<file path="config.mk">
export PLATFORM = sky130hd
export DESIGN_NAME = arith_expression_syntax_checker_core
export DESIGN_NICKNAME = d
export VERILOG_FILES = /design/src/rtl/aesc_pkg.sv /design/src/rtl/aesc_front.sv /design/src/rtl/aesc_queue.sv /design/src/rtl/aesc_back.sv /design/src/rtl/arith_expression_syntax_checker_core.sv
export SDC_FILE = /design/constraint.sdc
export NUM_CORES = 1
export LEC_CHECK = 0
export BUFFER_PORTS_ARGS = -buffer_cell sky130_fd_sc_hd__buf_2
export CORE_MARGIN = 3
export CORE_UTILIZATION = 50
export DETAILED_ROUTE_END_ITERATION = 8
export GPL_ROUTABILITY_DRIVEN = 0
export GPL_TIMING_DRIVEN = 0
export PLACE_DENSITY = 0.75
export SLEW_MARGIN = 20
export SYNTH_ARGS = -nofsm -noshare
export SYNTH_HDL_FRONTEND = slang
export SYNTH_HIERARCHICAL = 1
export SYNTH_SLANG_ARGS = --single-unit
</file>
<file path="constraint.sdc">
create_clock -name clock -period 4.3 [get_ports clock]
set_input_delay 0.43 -clock clock [delete_from_list [all_inputs] [get_ports clock]]
set_output_delay 0.43 -clock clock [all_outputs]
set_load 0.01 [all_outputs]
</file>
<file path="src/rtl/aesc_pkg.sv">
// Shared types and constants for the arithmetic expression syntax checker.
// No dependencies; imported by the front end, back end and top level.
package aesc_pkg;

   localparam int MAX_DEPTH_DEFAULT = 255;
   localparam int TOKEN_QUEUE_DEPTH = 2;
   localparam int RESULT_QUEUE_DEPTH = 2;

   // Character codes of the accepted set
   localparam logic [7:0] CH_ZERO    = 8'h30;
   localparam logic [7:0] CH_NINE    = 8'h39;
   localparam logic [7:0] CH_DOT     = 8'h2E;
   localparam logic [7:0] CH_EXP     = 8'h65;
   localparam logic [7:0] CH_SPACE   = 8'h20;
   localparam logic [7:0] CH_NEWLINE = 8'h0A;
   localparam logic [7:0] CH_OPEN    = 8'h28;
   localparam logic [7:0] CH_CLOSE   = 8'h29;
   localparam logic [7:0] CH_PLUS    = 8'h2B;
   localparam logic [7:0] CH_MINUS   = 8'h2D;
   localparam logic [7:0] CH_STAR    = 8'h2A;
   localparam logic [7:0] CH_SLASH   = 8'h2F;
   localparam logic [7:0] CH_PERCENT = 8'h25;

   typedef enum logic [3:0] {
      CLS_SPACE,
      CLS_DIGIT,
      CLS_DOT,
      CLS_EXP,
      CLS_OPEN,
      CLS_CLOSE,
      CLS_PLUS,
      CLS_MINUS,
      CLS_MULOP,
      CLS_BAD,
      CLS_END
   } char_class_type;

   typedef struct packed {
      char_class_type cls;
   } token_type;

   typedef enum logic [1:0] {
      VERDICT_BUSY     = 2'd0,
      VERDICT_VALID    = 2'd1,
      VERDICT_REJECTED = 2'd2
   } verdict_type;

   typedef enum logic [3:0] {
      ERR_NONE          = 4'd0,
      ERR_NUM_EXPECTED  = 4'd1,
      ERR_SYNTAX        = 4'd2,
      ERR_BAD_NUMBER    = 4'd3,
      ERR_OP_MISS_NUM   = 4'd4,
      ERR_OP_BEF_CLOSE  = 4'd5,
      ERR_BAD_CLOSE     = 4'd6,
      ERR_EMPTY_PARENS  = 4'd7,
      ERR_OP_MISS_OPEN  = 4'd8,
      ERR_ADJACENT_OPS  = 4'd9,
      ERR_MISMATCH      = 4'd10,
      ERR_TRAILING_OP   = 4'd11,
      ERR_TOO_DEEP      = 4'd12
   } error_type;

   typedef struct packed {
      verdict_type verdict;
      error_type   error_code;
      logic        expr_done;
   } result_type;

endpackage

</file>
<file path="src/rtl/aesc_front.sv">
// Front end: sorts each incoming character into a token class.
// Depends on aesc_pkg.
module aesc_front (
   input  logic [7:0]         char_code,
   input  logic               end_marker,
   output aesc_pkg::token_type token
);
   import aesc_pkg::*;

   always_comb begin
      token.cls = CLS_BAD;
      if (end_marker) begin
         token.cls = CLS_END;
      end else if (char_code >= CH_ZERO && char_code <= CH_NINE) begin
         token.cls = CLS_DIGIT;
      end else begin
         unique case (char_code)
            CH_DOT:                     token.cls = CLS_DOT;
            CH_EXP:                     token.cls = CLS_EXP;
            CH_SPACE, CH_NEWLINE:       token.cls = CLS_SPACE;
            CH_OPEN:                    token.cls = CLS_OPEN;
            CH_CLOSE:                   token.cls = CLS_CLOSE;
            CH_PLUS:                    token.cls = CLS_PLUS;
            CH_MINUS:                   token.cls = CLS_MINUS;
            CH_STAR, CH_SLASH, CH_PERCENT: token.cls = CLS_MULOP;
            default:                    token.cls = CLS_BAD;
         endcase
      end
   end

endmodule

</file>
<file path="src/rtl/aesc_queue.sv">
// Small first-in first-out queue of register entries.
// No dependencies; its width and depth are parameters handed in by its user.
module aesc_queue #(
   parameter int WIDTH = 8,
   parameter int DEPTH = 2
) (
   input  logic             clock,
   input  logic             reset,
   input  logic             wr_en,
   input  logic [WIDTH-1:0] wr_data,
   output logic             full,
   input  logic             rd_en,
   output logic [WIDTH-1:0] rd_data,
   output logic             empty
);
   localparam int AW = (DEPTH > 1) ? $clog2(DEPTH) : 1;

   logic [WIDTH-1:0] entry_ff [DEPTH];
   logic [AW-1:0]    wr_ptr_ff, wr_ptr_in;
   logic [AW-1:0]    rd_ptr_ff, rd_ptr_in;
   logic [AW:0]      count_ff, count_in;
   logic             do_wr, do_rd;

   assign full    = (count_ff == (AW+1)'(DEPTH));
   assign empty   = (count_ff == '0);
   assign do_wr   = wr_en && !full;
   assign do_rd   = rd_en && !empty;
   assign rd_data = entry_ff[rd_ptr_ff];

   always_comb begin
      wr_ptr_in = wr_ptr_ff;
      rd_ptr_in = rd_ptr_ff;
      count_in  = count_ff;
      if (do_wr) begin
         wr_ptr_in = (wr_ptr_ff == AW'(DEPTH-1)) ? '0 : wr_ptr_ff + 1'b1;
      end
      if (do_rd) begin
         rd_ptr_in = (rd_ptr_ff == AW'(DEPTH-1)) ? '0 : rd_ptr_ff + 1'b1;
      end
      if (do_wr && !do_rd) begin
         count_in = count_ff + 1'b1;
      end else if (do_rd && !do_wr) begin
         count_in = count_ff - 1'b1;
      end
   end

   always_ff @(posedge clock) begin
      if (reset) begin
         wr_ptr_ff <= '0;
         rd_ptr_ff <= '0;
         count_ff  <= '0;
      end else begin
         wr_ptr_ff <= wr_ptr_in;
         rd_ptr_ff <= rd_ptr_in;
         count_ff  <= count_in;
      end
   end

   always_ff @(posedge clock) begin
      if (do_wr) begin
         entry_ff[wr_ptr_ff] <= wr_data;
      end
   end

endmodule

</file>
<file path="src/rtl/aesc_back.sv">
// Back end (uses aesc_pkg): runs syntax state (number flags, nesting depth,
// latched error) on one token per cycle unless res_full; forms the result item.
module aesc_back #(
   parameter int MAX_DEPTH = aesc_pkg::MAX_DEPTH_DEFAULT
) (
   input  logic                  clock,
   input  logic                  reset,
   input  logic                  tok_valid,
   input  aesc_pkg::token_type   token,
   output logic                  tok_take,
   input  logic                  res_full,
   output logic                  res_push,
   output aesc_pkg::result_type  result
);
   import aesc_pkg::*;

   // Counter is 8 bits wide, so the limit saturates at 255
   localparam logic [7:0] DEPTH_LIMIT = 8'((MAX_DEPTH > 255) ? 255 : MAX_DEPTH);

   logic       in_number_ff, in_number_in;
   logic       seen_decimal_ff, seen_decimal_in;
   logic       seen_exponent_ff, seen_exponent_in;
   logic       digit_required_ff, digit_required_in;
   logic       number_was_last_ff, number_was_last_in;
   logic       prev_was_open_ff, prev_was_open_in;
   logic [7:0] depth_ff, depth_in;
   error_type  latched_ff, latched_in;

   logic       step;

   assign step     = tok_valid && !res_full;
   assign tok_take = step;
   assign res_push = step;

   always_comb begin
      logic      in_num, sd, se, dr, nwl;
      logic [7:0] dep;
      error_type err;

      in_num = in_number_ff;
      sd     = seen_decimal_ff;
      se     = seen_exponent_ff;
      dr     = digit_required_ff;
      nwl    = number_was_last_ff;
      dep    = depth_ff;
      err    = ERR_NONE;

      in_number_in       = in_number_ff;
      seen_decimal_in    = seen_decimal_ff;
      seen_exponent_in   = seen_exponent_ff;
      digit_required_in  = digit_required_ff;
      number_was_last_in = number_was_last_ff;
      prev_was_open_in   = prev_was_open_ff;
      depth_in           = depth_ff;
      latched_in         = latched_ff;
      result.verdict     = VERDICT_BUSY;
      result.error_code  = ERR_NONE;
      result.expr_done   = 1'b0;

      if (token.cls == CLS_END) begin
         err = latched_ff;
         if (err == ERR_NONE) begin
            if (in_num) begin
               nwl = 1'b1;
            end else if (dr) begin
               err = ERR_NUM_EXPECTED;
            end
            if (err == ERR_NONE) begin
               if (dep != '0) begin
                  err = ERR_MISMATCH;
               end else if (!nwl) begin
                  err = ERR_TRAILING_OP;
               end
            end
         end
         result.verdict     = (err == ERR_NONE) ? VERDICT_VALID : VERDICT_REJECTED;
         result.error_code  = err;
         result.expr_done   = 1'b1;
         in_number_in       = 1'b0;
         seen_decimal_in    = 1'b0;
         seen_exponent_in   = 1'b0;
         digit_required_in  = 1'b0;
         number_was_last_in = 1'b0;
         prev_was_open_in   = 1'b0;
         depth_in           = '0;
         latched_in         = ERR_NONE;
      end else begin
         // Once an error has latched, later state changes are dead: only the
         // end marker (or reset) clears the latched error.
         unique case (token.cls)
            CLS_SPACE: begin
               if (dr) begin
                  err = ERR_NUM_EXPECTED;
               end else if (in_num) begin
                  in_num = 1'b0; sd = 1'b0; se = 1'b0; nwl = 1'b1;
               end
            end
            CLS_DIGIT: begin
               dr = 1'b0;
               if (nwl) begin
                  err = ERR_OP_MISS_NUM;
               end
               in_num = 1'b1;
            end
            CLS_DOT: begin
               dr = 1'b0;
               if (!in_num) begin
                  err = ERR_SYNTAX;
               end else if (sd) begin
                  err = ERR_BAD_NUMBER;
               end else if (nwl) begin
                  err = ERR_OP_MISS_NUM;
               end
               sd     = 1'b1;
               in_num = 1'b1;
            end
            CLS_EXP: begin
               if (se) begin
                  err = ERR_BAD_NUMBER;
               end else if (nwl) begin
                  err = ERR_OP_MISS_NUM;
               end
               se     = 1'b1;
               dr     = 1'b1;
               in_num = 1'b1;
            end
            CLS_CLOSE: begin
               if (in_num) begin
                  in_num = 1'b0; sd = 1'b0; se = 1'b0; nwl = 1'b1;
               end
               priority if (dr) begin
                  err = ERR_NUM_EXPECTED;
               end else if (!nwl) begin
                  err = ERR_OP_BEF_CLOSE;
               end else if (dep == '0) begin
                  err = ERR_BAD_CLOSE;
               end else if (prev_was_open_ff) begin
                  err = ERR_EMPTY_PARENS;
               end else begin
                  dep = dep - 1'b1;
               end
            end
            CLS_OPEN: begin
               if (in_num) begin
                  in_num = 1'b0; sd = 1'b0; se = 1'b0; nwl = 1'b1;
               end
               priority if (dr) begin
                  err = ERR_NUM_EXPECTED;
               end else if (nwl) begin
                  err = ERR_OP_MISS_OPEN;
               end else if (dep >= DEPTH_LIMIT) begin
                  err = ERR_TOO_DEEP;
               end else begin
                  dep = dep + 1'b1;
                  nwl = 1'b0;
               end
            end
            CLS_PLUS, CLS_MINUS, CLS_MULOP: begin
               if (token.cls == CLS_MINUS && in_num && se) begin
                  // sign of an exponent
                  dr = 1'b1;
               end else if (dr) begin
                  err = ERR_NUM_EXPECTED;
               end else begin
                  if (in_num) begin
                     in_num = 1'b0; sd = 1'b0; se = 1'b0; nwl = 1'b1;
                  end
                  if (token.cls == CLS_MULOP && !nwl) begin
                     err = ERR_ADJACENT_OPS;
                  end
                  nwl = 1'b0;
               end
            end
            default: begin
               err = ERR_SYNTAX;
            end
         endcase

         if (latched_ff == ERR_NONE) begin
            in_number_in       = in_num;
            seen_decimal_in    = sd;
            seen_exponent_in   = se;
            digit_required_in  = dr;
            number_was_last_in = nwl;
            depth_in           = dep;
            latched_in         = err;
            prev_was_open_in   = (token.cls == CLS_OPEN);
         end
         result.verdict    = (latched_in == ERR_NONE) ? VERDICT_BUSY : VERDICT_REJECTED;
         result.error_code = latched_in;
      end
   end

   always_ff @(posedge clock) begin
      if (reset) begin
         in_number_ff       <= 1'b0;
         seen_decimal_ff    <= 1'b0;
         seen_exponent_ff   <= 1'b0;
         digit_required_ff  <= 1'b0;
         number_was_last_ff <= 1'b0;
         prev_was_open_ff   <= 1'b0;
         depth_ff           <= '0;
         latched_ff         <= ERR_NONE;
      end else if (step) begin
         in_number_ff       <= in_number_in;
         seen_decimal_ff    <= seen_decimal_in;
         seen_exponent_ff   <= seen_exponent_in;
         digit_required_ff  <= digit_required_in;
         number_was_last_ff <= number_was_last_in;
         prev_was_open_ff   <= prev_was_open_in;
         depth_ff           <= depth_in;
         latched_ff         <= latched_in;
      end
   end

endmodule

</file>
<file path="src/rtl/arith_expression_syntax_checker_core.sv">
// Top level of the arithmetic expression syntax checker: front classifier,
// token queue, back-end checker and result queue. Depends on aesc_pkg.
//
//   channel   handshake      payload
//   request   push / full    req_char_code[7:0], req_end_marker
//   response  empty / pop    rsp_verdict[1:0], rsp_error_code[3:0], rsp_expr_done
//
// One item per cycle sustained while results are popped; an accepted item is
// registered in the token queue, checked from there by the back end, and its
// result written into the result queue, which drives the response ports.
// The back end steps once per cycle while a token waits and the result queue
// has room; a stalled response side backs up into full after both queues fill.
// Synchronous reset empties both queues and clears all checker state.
module arith_expression_syntax_checker_core #(
   parameter int MAX_DEPTH = aesc_pkg::MAX_DEPTH_DEFAULT
) (
   input  logic       clock,
   input  logic       reset,
   input  logic [7:0] req_char_code,
   input  logic       req_end_marker,
   input  logic       push,
   output logic       full,
   output logic [1:0] rsp_verdict,
   output logic [3:0] rsp_error_code,
   output logic       rsp_expr_done,
   output logic       empty,
   input  logic       pop
);
   import aesc_pkg::*;

   token_type  front_token;
   token_type  back_token;
   logic       tok_empty;
   logic       tok_take;
   logic       res_full;
   logic       res_push;
   result_type back_result;
   result_type out_result;

   aesc_front u_front (
      .char_code  (req_char_code),
      .end_marker (req_end_marker),
      .token      (front_token)
   );

   aesc_queue #(
      .WIDTH ($bits(token_type)),
      .DEPTH (TOKEN_QUEUE_DEPTH)
   ) u_tok_queue (
      .clock   (clock),
      .reset   (reset),
      .wr_en   (push),
      .wr_data (front_token),
      .full    (full),
      .rd_en   (tok_take),
      .rd_data (back_token),
      .empty   (tok_empty)
   );

   aesc_back #(
      .MAX_DEPTH (MAX_DEPTH)
   ) u_back (
      .clock     (clock),
      .reset     (reset),
      .tok_valid (!tok_empty),
      .token     (back_token),
      .tok_take  (tok_take),
      .res_full  (res_full),
      .res_push  (res_push),
      .result    (back_result)
   );

   aesc_queue #(
      .WIDTH ($bits(result_type)),
      .DEPTH (RESULT_QUEUE_DEPTH)
   ) u_res_queue (
      .clock   (clock),
      .reset   (reset),
      .wr_en   (res_push),
      .wr_data (back_result),
      .full    (res_full),
      .rd_en   (pop),
      .rd_data (out_result),
      .empty   (empty)
   );

   assign rsp_verdict    = out_result.verdict;
   assign rsp_error_code = out_result.error_code;
   assign rsp_expr_done  = out_result.expr_done;

endmodule
</file>
== Yosys cells after proc, flatten, opt, wreduce, memory -nomap -nowiden ==
Memory sizes are Yosys's and may differ from the RTL's. A register that Yosys moved wholly into a read port is not among the register bits.
Index checks and enable logic that the tools add are counted.

* Mux-type cells: 102
* Equal/unequal tests: 33
* Reductions and logical operators: 53
* Add/sub/neg operators: 10
* Order comparisons: 3

{| class="wikitable"
|+ Operators with widths
! kind !! number
|-
| $mux W4 || 26
|-
| $eq A8 B6 Y1 const B || 9
|-
| $mux W8 || 9
|-
| $mux W1 || 50
|-
| $pmux W4 S8 || 1
|-
| $pmux W4 S7 || 1
|-
| $logic_not A4 Y1 || 5
|-
| $reduce_bool A5 Y1 || 4
|-
| $eq A4 B3 Y1 const B || 4
|-
| $pmux W1 S4 || 4
|-
| $pmux W8 S2 || 1
|-
| $reduce_and A4 Y1 || 4
|-
| $ne A3 B3 Y1 const B || 5
|-
| $logic_and A1 B1 Y1 || 13
|-
| $mux W2 || 6
|-
| $ne A3 B2 Y1 const B || 4
|-
| $reduce_and A10 Y1 || 1
|-
| $logic_not A1 Y1 || 9
|-
| $reduce_or A3 Y1 || 3
|-
| $add A8 B1 Y8 const B || 1
|-
| $eq A4 B2 Y1 const B || 2
|-
| $eq A4 B4 Y1 const B || 2
|-
| $eq A8 B4 Y1 const B || 1
|-
| $eq A8 B7 Y1 const B || 1
|-
| other kinds (22) || 35
|}

* Memory bits (writable): 22
* Bits in registers: 26
* Input port bits: 13
* Logic and storage cells: 217
* Output and inout port bits: 9
* Memories kept: 2

{| class="wikitable"
|+ Memories
! name !! words !! bits a word !! read ports !! clocked after memory_dff !! wr ports !! line !! RTL
|-
| u_res_queue.entry_ff || 2 || 7 || 1 || 1 || 1 || aesc_queue.sv:18 || <nowiki>logic [WIDTH-1:0] entry_ff [DEPTH];</nowiki>
|-
| u_tok_queue.entry_ff || 2 || 4 || 1 || 1 || 1 || aesc_queue.sv:18 ||
|}

== Depth between registers and ports, before layout ==
Gate-level depths: netlist of run 1.

* Depth after elaboration: 17
* Mapped depth: 13
* Depth with buffers taken out: 11

== By module ==
The synthesis of run 1 kept the hierarchy.

{| class="wikitable"
|+ Modules (own cells, without submodules)
! module !! area an instance (um^2) !! instances !! cells each !! sequential area each (um^2)
|-
| aesc_back || 1,566.5 || 1 || 219 || 360.3
|-
| aesc_queue (u_res_queue) || 721.9 || 1 || 47 || 520.5
|-
| aesc_queue (u_tok_queue) || 503.0 || 1 || 37 || 340.3
|-
| aesc_front || 252.7 || 1 || 35 || 0.0
|-
| arith_expression_syntax_checker_core || 3.8 || 1 || 1 || 0.0
|}

== Least setup slack after synthesis of run 1 ==
No wires, ideal clock.

* Path type: register to register
* From: register with a tool-made name
* To: register u_back.depth_ff[7]
* Path buffers: 1
* Clock period less this slack: 3.083 ns
* Arrival time: 3.008 ns
* Stages on the path, launching flop included: 12
* Setup time: 0.074 ns
* Path slack: 1.217 ns
* Data required time: 4.226 ns
* Cell sequence: dfxtp_1 > mux2_2 > nand2b_1 > or3_1 > clkbuf_1 > ha_1 > a21oi_1 > o211ai_1 > o41ai_1 > xnor2_1 > or4_1 > a31oi_1

{| class="wikitable"
|+ RTL lines
! what !! line !! RTL
|-
| end signal, assigned || aesc_back.sv:211 || <nowiki>depth_ff <= depth_in;</nowiki>
|-
| end, declared || aesc_back.sv:26 || <nowiki>logic [7:0] depth_ff, depth_in;</nowiki>
|}

==> impl_results.md, run 1 <==
- Met1 WL: 2880 µm
- Port buffer count: 21
- Vias in the first global route: 2443
- Final hold viol count: 0
- Final wirelength: 6340 µm
- Crit share post-route: 82.7%
- Largest net degree at the start of global routing: 16
- Measured slew at the worst slew-check pin: 712 ps
- Worst Setup End Kind: register
- Rel. slew slack: 51.9%
- Most used DFF post-synth: dfxtp_1
- Rows: 27
- CTS Buffer Depth: 2
- Clk Latency, worst-skew pair: 300 ps
- Yosys reg bits: 50
- Post-synth EDFFs: 22
- Post-route ant nets: 0
- Worst EP required: 4520 ps
- Min-delay src: reset
- Syn nets: 361
- Tmin final: 3560 ps
- Highest-count cells in the layout ignoring fill and taps: a21oi_1 (32), nor2_1 (29), dfxtp_1 (28)
- Power per cell area: 561 mW/mm²
- Pins Over Slew Limit: 0
- First-pass GRT wire length: 10800 µm
- Util after Layout: 58.5%
- Total congestion overflow: 0
- RSZ-0062 raised after global routing: no
- Initial antenna violation count: 0
- Height of the die: 84.1 µm
- Hpwl dp: 4720 µm
- Status: completed
- Clk sink count: 50
- Total die area: 0.00707 mm²
- Worst hold stages: 2
- Synth warn: 6
- Area grow syn2layout: 9.52%
- CP Launch Type: register
- Synth Instances: 339
- Root Driver: clkbuf_8
- Max-cap check violation count: 0
- Die W: 84.1 µm
- Iteration-0 DRC count of the detailed router: 188
- Gr usage total: 18.4%
- FFs w/ async S/R, synth: 0%
- Avg Vias per Cell: 5.96
- Setup CP Type: reg -> reg
- Num CTS Buffers: 5
- CTS HTree Levels: 2
- Crit-path max cell delay: 430 ps
- TritonRoute pass-1 iters: 4
- CTS tree: built
- Post-cts resize count: 0
- Placed Area: 0.00324 mm²
- Buffer count from post-CTS setup fixing: 0
- Top Metal Used: met4
- Met2 wire len: 2930 µm
- Commonest non-fill, non-tap cell in the layout: a21oi_1
- Hold buffers post-CTS: 0
- Leak: 1.22 nW
- Mapped Avg Cell Area: 8.99 µm²
- Routed vias: 2624
- Post-Syn Area: 0.00305 mm²
- DRC: 0
- Ports: 22
- Setup Total Neg Slack: 0 ps
- Post-DR wirelength/cell: 14.4 µm
- VDD IR-drop max: 0.254 mV
- Fmax: 0.281 GHz
- Share of layout cells above drive strength 1: 15.8%
- R2R cell count: 11
- Area of the core: 0.00571 mm²
- Nets: 389
- Distinct cells, synth: 62
- Worst hold path class: in -> reg
- Slowest CP cell: dfxtp_1
- Reg clk slew, reported paths: 90 ps
- Final instance area: 0.00334 mm²
- Sequential area share after synthesis: 40.1%
- Initial Utilization: 53.4%
- Critical path arrival: 3780 ps
- Met3 wire len: 412 µm
- Crit-path max FO: 10
- Clk_skew: 5.34 ps
- Final setup viols: 0
- Layout fillers: 514
- Number of diodes: 0
- Crit path cell chain: mux2_2 > nand2b_1 > or3_1 > clkbuf_1 > ha_1 > a21oi_1 > o211ai_1 > o41ai_1 > xnor2_1 > or4_1 > a31oi_1
cells in the mapped netlist (all sizes together), types with 3 or more instances:
master	n	area share (%)
o22ai	3	0.82
nand2	15	1.8
o31ai	3	0.74
nor4	6	1.2
edfxtp	22	22
a221o	4	1.4
clkbuf	13	1.6
dfxtp	28	18
nand3	9	1.5
a31oi	6	1.2
a21oi	33	5.8
nor3	9	1.5
o21bai	3	0.74
o21a	3	0.74
ha	8	3.3
xnor2	3	0.86
nor2b	8	1.8
xor2	8	2.3
mux2	12	4.4
or4	6	1.6
inv	21	2.6
nor4b	4	1.1
o21ai	19	3.1
nor2	29	3.6
or3	12	2.5
buf	6	1.1
nand4bb	3	1.3
nand2b	9	1.8
stage by stage:
stage / power, mW / setup slack, ps / std cells / hold slack [ps]
after floorplan: 1.38 / 1220 / 339 / 452
after global placement: 1.57 / 795 / 432 / 468
after detailed placement: 1.60 / 803 / 432 / 487
after CTS: 1.88 / 763 / 440 / 413
after global routing: 2.01 / 601 / 440 / 420
final: 1.87 / 745 / 440 / 420
final timing paths:
path	slack (ps)	endpoint
max	740	u_back/depth_ff[7]
min	420	u_res_queue/wr_ptr_ff
max reg2reg	740	u_back/depth_ff[7]
min reg2reg	500	u_back/depth_ff[5]
layout make-up:
type	count	area [µm²]	share of cell area, %
flip-flops and latches	50	1220	36.6
inverters	21	78.8	2.36
repair buffers	21	105	3.15
clock inverters	2	12.5	0.375
well taps	72	90.1	2.70
multi-input cells	249	1670	49.9
clock buffers	6	82.6	2.47
plain buffers	19	81.3	2.44
registers in the layout (all words and copies together), names as in the netlist, named ones only:
register,count
u_back/seen_decimal_ff,1
u_res_queue/wr_ptr_ff,1
u_back/depth_ff,8
u_tok_queue/entry_ff,8
u_back/latched_ff,4
u_back/prev_was_open_ff,1
u_res_queue/entry_ff,14
u_tok_queue/rd_ptr_ff,1
u_res_queue/rd_ptr_ff,1
u_res_queue/count_ff,2
u_back/digit_required_ff,1
u_back/in_number_ff,1
u_tok_queue/count_ff,2
u_back/seen_exponent_ff,1
u_back/number_was_last_ff,1
u_tok_queue/wr_ptr_ff,1
worst max-delay path: cells and delay by family, from the launching register on:
family | cells | cell delay (ps)
and+or+nand+nor | 3 | 990
AOI/OAI and AO/OA | 4 | 880
DFF | 1 | 430
muxes | 1 | 430
adders and majority gates | 1 | 360
buffers and inverters | 1 | 270
xor gates and xnor gates | 1 | 130
where the power goes:
part	internal (mW)	switching, mW	leakage [nW]
Combinational	0.382	0.520	0.743
Sequential	0.628	0.0640	0.429
Clock	0.129	0.149	0.0472
Total	1.14	0.733	1.22
cells by family (layout without fill, tap and decap cells):
family          count (synthesis)  in the layout  share of synthesized area (%)
simple gates                  126            126                           23.9
compound gates                 91             91                           19.3
flops                          50             50                           40.1
buf+inv                        40             69                           5.25
mux                            12             12                           4.43
xor+xnor                       11             11                           3.16
fa+ha+maj                       9              9                           3.94
metal layers:
metal  global-route usage [%]  up-vias
met5                        0        -
met4                     7.75        0
met1                     24.7     1221
met3                     2.96       10
li1                         -     1315
met2                     29.3       78
No activity file was read; power rests on OpenSTA's default activity.
==> run 2, diff against run 1 <==
--- a/config.mk
+++ b/config.mk
@@ -11,7 +11,7 @@
 export DETAILED_ROUTE_END_ITERATION = 8
 export GPL_ROUTABILITY_DRIVEN = 0
 export GPL_TIMING_DRIVEN = 0
-export PLACE_DENSITY = 0.75
+export PLACE_DENSITY = 0.78
 export SLEW_MARGIN = 20
 export SYNTH_ARGS = -nofsm -noshare
 export SYNTH_HDL_FRONTEND = slang
==> constraint.sdc (replaced) <==
create_clock -name clock -period 3.18 [get_ports clock]
set_input_delay 0.318 -clock clock [delete_from_list [all_inputs] [get_ports clock]]
set_output_delay 0.318 -clock clock [all_outputs]
set_load 0.01 [all_outputs]
==> run 2 against run 1 <==
  * Maximum frequency increased by 14%
  * Sequential cell count unchanged
  * Hold slack got worse by 100 ps
  * Clock skew increased by 5.2 ps
  * Clock-buffer cell count unchanged
  * Die area unchanged
  * Critical path depth decreased by 1
  * Combinational power increased by 40%
  * Wire length increased by 2.2%
  * Highest routed layer unchanged
==> impl_results.md, run 2 (synthesized netlist as in run 1, its figures left out) <==
- Finished Layout Cells: 442 (was 440)
- Max-cap check violation count: 0 (unchanged)
- Clk sink count: 50 (unchanged)
- Reg clk slew, reported paths: 100 ps (was 90 ps)
- Max reg flops: 14 (unchanged)
- Pre-CTS setup slack: -274 ps (was 803 ps)
- Port buffer count: 21 (unchanged)
- Worst Setup End Kind: register (unchanged)
- Worst hold path class: in -> reg (unchanged)
- Final wirelength: 6480 µm (was 6340 µm)
- TritonRoute pass-1 iters: 5 (was 4)
- Crit-path max cell delay: 450 ps (was 430 ps)
- Avg Vias per Cell: 6.09 (was 5.96)
- Hold buffers post-CTS: 0 (unchanged)
- Vias in the first global route: 2403 (was 2443)
- Clk Latency, worst-skew pair: 300 ps (about the same)
- Top Family by Delay on Critical Path: simple AND/OR/NAND/NOR gates (unchanged)
- Number of diodes: 0 (unchanged)
- Setup CP Type: reg -> reg (unchanged)
- RSZ-0062 raised after global routing: yes (was no)
- VDD IR-drop max: 0.414 mV (was 0.254 mV)
- Crit-path max FO: 8 (was 10)
- Highest-count cells in the layout ignoring fill and taps: a21oi_1 (31), nor2_1 (29), dfxtp_1 (27) (was a21oi_1 (32), nor2_1 (29), dfxtp_1 (28))
- Final worst slack: 53.2 ps (was 745 ps)
- Tmin final: 3130 ps (was 3560 ps)
- Total congestion overflow: 0 (unchanged)
- Buf+Inv Stages, Crit Path: 0 (was 1)
- Iteration-0 DRC count of the detailed router: 243 (was 188)
- Height of the die: 84.1 µm (unchanged)
- Initial antenna violation count: 0 (unchanged)
- Multi-input logic area: 0.00169 mm² (was 0.00167 mm²)
- Num CTS Buffers: 5 (unchanged)
- Worst EP required: 3420 ps (was 4520 ps)
- Die W: 84.1 µm (unchanged)
- Rel. slew slack: 53.2% (was 51.9%)
- Dpl cells: 432 (unchanged)
- Final hold viol count: 0 (unchanged)
- Fmax: 0.320 GHz (was 0.281 GHz)
- Leak: 1.26 nW (was 1.22 nW)
- Layout fillers: 497 (was 514)
- Power per cell area: 769 mW/mm² (was 561 mW/mm²)
- Crit share post-route: 98.3% (was 82.7%)
- Crit path cell chain: mux2_4 > nand2b_4 > or3_4 > ha_1 > a21oi_2 > o211ai_1 > o41ai_2 > xnor2_1 > or4_1 > a31oi_1 (was mux2_2 > nand2b_1 > or3_1 > clkbuf_1 > ha_1 > a21oi_1 > o211ai_1 > o41ai_1 > xnor2_1 > or4_1 > a31oi_1)
- Area of the core: 0.00571 mm² (unchanged)
- Rows: 27 (unchanged)
- DRC: 0 (unchanged)
- Total die area: 0.00707 mm² (unchanged)
- Top flop regs: u_res_queue/entry_ff: 14 flops, u_back/depth_ff: 8 flops, u_tok_queue/entry_ff: 8 flops (unchanged)
- Root Driver: clkbuf_8 (unchanged)
- CP Launch Type: register (unchanged)
- Register area: 0.00122 mm² (about the same)
- First-pass GRT wire length: 10900 µm (was 10800 µm)
- Share of layout cells above drive strength 1: 18.1% (was 15.8%)
- Critical path arrival: 3360 ps (was 3780 ps)
- CTS HTree Levels: 2 (unchanged)
- Commonest non-fill, non-tap cell in the layout: a21oi_1 (unchanged)
- Largest net degree at the start of global routing: 17 (was 16)
- Pins Over Slew Limit: 0 (unchanged)
- Hpwl dp: 4720 µm (about the same)
- Post-route ant nets: 0 (unchanged)
- Routed vias: 2692 (was 2624)
- Nets: 391 (was 389)
- Initial Utilization: 53.4% (unchanged)
- Area grow syn2layout: 11.7% (was 9.52%)
- Final setup viols: 0 (unchanged)
- Post-DR wirelength/cell: 14.7 µm (was 14.4 µm)
- Status: completed (unchanged)
- CTS tree: built (unchanged)
- CTS Buffer Depth: 2 (unchanged)
- Measured slew at the worst slew-check pin: 692 ps (was 712 ps)
- Slowest CP cell: or3_4 (was dfxtp_1)
- Largest Register: u_res_queue/entry_ff (unchanged)
- Ports: 22 (unchanged)
- Gr usage total: 18.4% (about the same)
- Clk_skew: 10.5 ps (was 5.34 ps)
==> run 2: power by group <==
part           switching, mW  internal, mW
registers             0.0866         0.853
logic                  0.722         0.538
clock network          0.216         0.204
total                   1.02          1.59
==> run 2: worst paths after layout <==
check                                         from                       to  slack [ps]  cells after the start
worst max-delay path                      register       u_back/depth_ff[7]          50                     10
worst min-delay path                         reset  u_res_queue/count_ff[1]         320                      2
worst max register to register            register       u_back/depth_ff[7]          50                     10
worst min register to register  u_back/depth_ff[3]       u_back/depth_ff[3]         490                      2
==> run 2: layout make-up <==
class / count / share of cell area (%)
Buffer: 17 / 2.17
Clock buffer: 6 / 2.76
Clock inverter: 2 / 0.404
Inverter: 21 / 2.32
Multi-Input combinational cell: 249 / 49.8
Sequential cell: 50 / 36.0
Tap cell: 72 / 2.65
Timing Repair Buffer: 25 / 3.97
==> run 2: per-stage QoR <==
stage	cell area (µm²)	hold slack, ps	setup TNS (ps)	power, mW	utilization, %
global route	3400	317	-73.3	2.82	59.6
CTS	3360	309	0	2.59	58.9
finish	3400	320	0	2.62	59.6
global placement	3240	467	-489	2.12	56.8
detailed placement	3240	481	-545	2.15	56.8
floorplan	3050	387	0	1.87	-
==> run 2: metal layers <==
metal	global-route usage [%]	up-vias	routed length [µm]	part of all wire (%)
met1	25.4	1264	2980	46
met2	29.4	105	3030	47
li1	-	1311	-	-
met4	5.56	0	92	1.4
met3	2.96	12	377	5.8
met5	0	-	0	0
==> run 2: repair_timing <==
item	CTS	global route
cloned	0	0
resized for setup	3	6
pin swaps	0	5
setup buffers	0	4
endpoints found under the setup margin	3	2
==> run 3, diff against run 2 <==
--- a/config.mk
+++ b/config.mk
@@ -6,6 +6,7 @@
 export NUM_CORES = 1
 export LEC_CHECK = 0
 export BUFFER_PORTS_ARGS = -buffer_cell sky130_fd_sc_hd__buf_2
+export CORE_ASPECT_RATIO = 1.5
 export CORE_MARGIN = 3
 export CORE_UTILIZATION = 50
 export DETAILED_ROUTE_END_ITERATION = 8
==> run 3 against run 2 <==
  * Global-route usage is 1.1 points higher
  * Via count is 1.2% lower
  * First-iteration DRC count is 20% higher
  * Die area is 0.27% higher
  * Largest cell class unchanged
==> impl_results.md, run 3 (synthesized netlist as in run 1, its figures left out) <==
- Status: completed (unchanged)
- Layout fillers: 533 (was 497)
- Post-DR wirelength/cell: 14.6 µm (was 14.7 µm)
- Worst Setup End Kind: register (unchanged)
- Initial Utilization: 51.9% (was 53.4%)
- Worst hold path class: in -> reg (unchanged)
- Num CTS Buffers: 5 (unchanged)
- Number of diodes: 0 (unchanged)
- Commonest non-fill, non-tap cell in the layout: a21oi_1 (unchanged)
- Sw Pwr: 1.03 mW (was 1.02 mW)
- Total congestion overflow: 0 (unchanged)
- Setup Total Neg Slack: 0 ps (unchanged)
- Die W: 69.8 µm (was 84.1 µm)
- Worst EP required: 3410 ps (was 3420 ps)
- Power per cell area: 773 mW/mm² (was 769 mW/mm²)
- RSZ-0062 raised after global routing: no (was yes)
- Avg Vias per Cell: 6.03 (was 6.09)
- Switching share of power: 39.0% (was 39.1%)
- Tot Pwr: 2.63 mW (was 2.62 mW)
- Initial antenna violation count: 0 (unchanged)
- Top flop regs: u_res_queue/entry_ff: 14 flops, u_back/depth_ff: 8 flops, u_tok_queue/entry_ff: 8 flops (unchanged)
- Area of the core: 0.00587 mm² (was 0.00571 mm²)
- Flop pwr share: 35.6% (was 35.9%)
- Final wirelength: 6450 µm (was 6480 µm)
- Final setup viols: 0 (unchanged)
- VDD IR-drop max: 0.307 mV (was 0.414 mV)
- Final worst slack: 150 ps (was 53.2 ps)
- Largest Register: u_res_queue/entry_ff (unchanged)
- Crit share post-route: 95.3% (was 98.3%)
- Root Driver: clkbuf_8 (unchanged)
- Crit path cell chain: mux2_4 > nand2b_4 > or3_4 > ha_1 > a21oi_2 > o211ai_1 > o41ai_2 > xnor2_1 > or4_1 > a31oi_1 (unchanged)
- Clk pwr share: 16.3% (was 16.1%)
- Pint: 1.60 mW (was 1.59 mW)
- CTS tree: built (unchanged)
- Rel. slew slack: 52.3% (was 53.2%)
- Max-cap check violation count: 0 (unchanged)
- CTS HTree Levels: 2 (unchanged)
- Measured slew at the worst slew-check pin: 705 ps (was 692 ps)
- Share of layout cells above drive strength 1: 17.9% (was 18.1%)
- Setup CP Type: reg -> reg (unchanged)
- Largest net degree at the start of global routing: 18 (was 17)
- Total die area: 0.00709 mm² (was 0.00707 mm²)
- Clk_skew: 6.46 ps (was 10.5 ps)
- Nets: 390 (was 391)
- Port buffer count: 21 (unchanged)
- Clk sink count: 50 (unchanged)
- DRC: 0 (unchanged)
- Max reg flops: 14 (unchanged)
- Util after Layout: 57.9% (was 59.6%)
- CP Launch Type: register (unchanged)
- TritonRoute pass-1 iters: 4 (was 5)
- Fmax: 0.330 GHz (was 0.320 GHz)
- Hpwl dp: 4860 µm (was 4720 µm)
- Routed vias: 2659 (was 2692)
- Height of the die: 102 µm (was 84.1 µm)
- Crit-path max FO: 8 (unchanged)
- Iteration-0 DRC count of the detailed router: 291 (was 243)
- Combinational Power Share: 48.1% (about the same)
- Vias in the first global route: 2553 (was 2403)
- Rows: 34 (was 27)
- Crit-path max cell delay: 410 ps (was 450 ps)
- Area grow syn2layout: 11.6% (was 11.7%)
- Pre-CTS setup slack: -326 ps (was -274 ps)
- Ports: 22 (unchanged)
- Top Family by Delay on Critical Path: simple AND/OR/NAND/NOR gates (unchanged)
- First-pass GRT wire length: 11300 µm (was 10900 µm)
- Pins Over Slew Limit: 0 (unchanged)
- Slowest CP cell: or4_1 (was or3_4)
- Buf+Inv Stages, Crit Path: 0 (unchanged)
- Highest-count cells in the layout ignoring fill and taps: a21oi_1 (31), nor2_1 (29), dfxtp_1 (27) (unchanged)
- Leak: 1.26 nW (about the same)
- Critical path arrival: 3260 ps (was 3360 ps)
- Post-route ant nets: 0 (unchanged)
- Final hold viol count: 0 (unchanged)
- Clk Latency, worst-skew pair: 310 ps (was 300 ps)
- Tmin final: 3030 ps (was 3130 ps)
- Gr usage total: 19.5% (was 18.4%)
- CTS Buffer Depth: 2 (unchanged)
- Reg clk slew, reported paths: 100 ps (about the same)
run 3: cell types whose count changed in the layout (fill, tap and decap cells not counted):
| cell | previous run | this run |
|---|---|---|
| clkinv_2 | 1 | 0 |
| o21ai_1 | 2 | 1 |
| clkinv_4 | 0 | 1 |
| buf_4 | 5 | 4 |
| o21ai_0 | 17 | 18 |
run 3: area by class of cell:
type,instances,area [µm²],share of cell area (%)
repair buffers,24,128,3.75
clock buffers,6,93.8,2.76
well taps,72,90.1,2.65
multi-input cells,249,1690,49.8
plain buffers,17,73.8,2.17
inverters,21,78.8,2.32
clock inverters,2,17.5,0.515
flip-flops and latches,50,1220,36.0
run 3: timing repair:
| item | in CTS | in global routing |
|---|---|---|
| gates resized for setup | 8 | 0 |
| setup endpoints to repair | 4 | 2 |
| buffers inserted | 3 | 0 |
| hold buffers | 0 | 0 |
| pin swaps | 4 | 4 |
run 3: worst paths after layout:
path / startpoint / to / cells after the start / slack (ps)
max: register / u_back/depth_ff[7] / 10 / 150
min: reset / u_res_queue/count_ff[1] / 2 / 310
max reg2reg: register / u_back/depth_ff[7] / 10 / 150
min reg2reg: u_tok_queue/wr_ptr_ff / u_tok_queue/wr_ptr_ff / 2 / 490
run 3: stage by stage:
step                      std cells  instance area, µm²  hold slack [ps]
after floorplan                 339                3050              387
after global placement          432                3240              466
after detailed placement        432                3240              482
after CTS                       442                3400              310
after global routing            441                3400              318
final                           441                3400              308
run 3: power groups by stage:
stage                     Clock (mW)  Combinational (mW)  Sequential [mW]
final                          0.428                1.27            0.936
after floorplan                    0               0.945            0.924
after global routing           0.461                1.43            0.956
after detailed placement           0                1.21            0.946
after CTS                      0.440                1.26            0.937
after global placement             0                1.18            0.938
run 3: layer usage:
| layer | up-vias | routed length, µm | track usage, % |
|---|---|---|---|
| li1 | 1314 | - | - |
| met1 | 1248 | 2580 | 21.9 |
| met2 | 75 | 3360 | 35.4 |
| met3 | 22 | 259 | 2.88 |
| met4 | 0 | 252 | 10.6 |
| met5 | - | 0 | 0 |
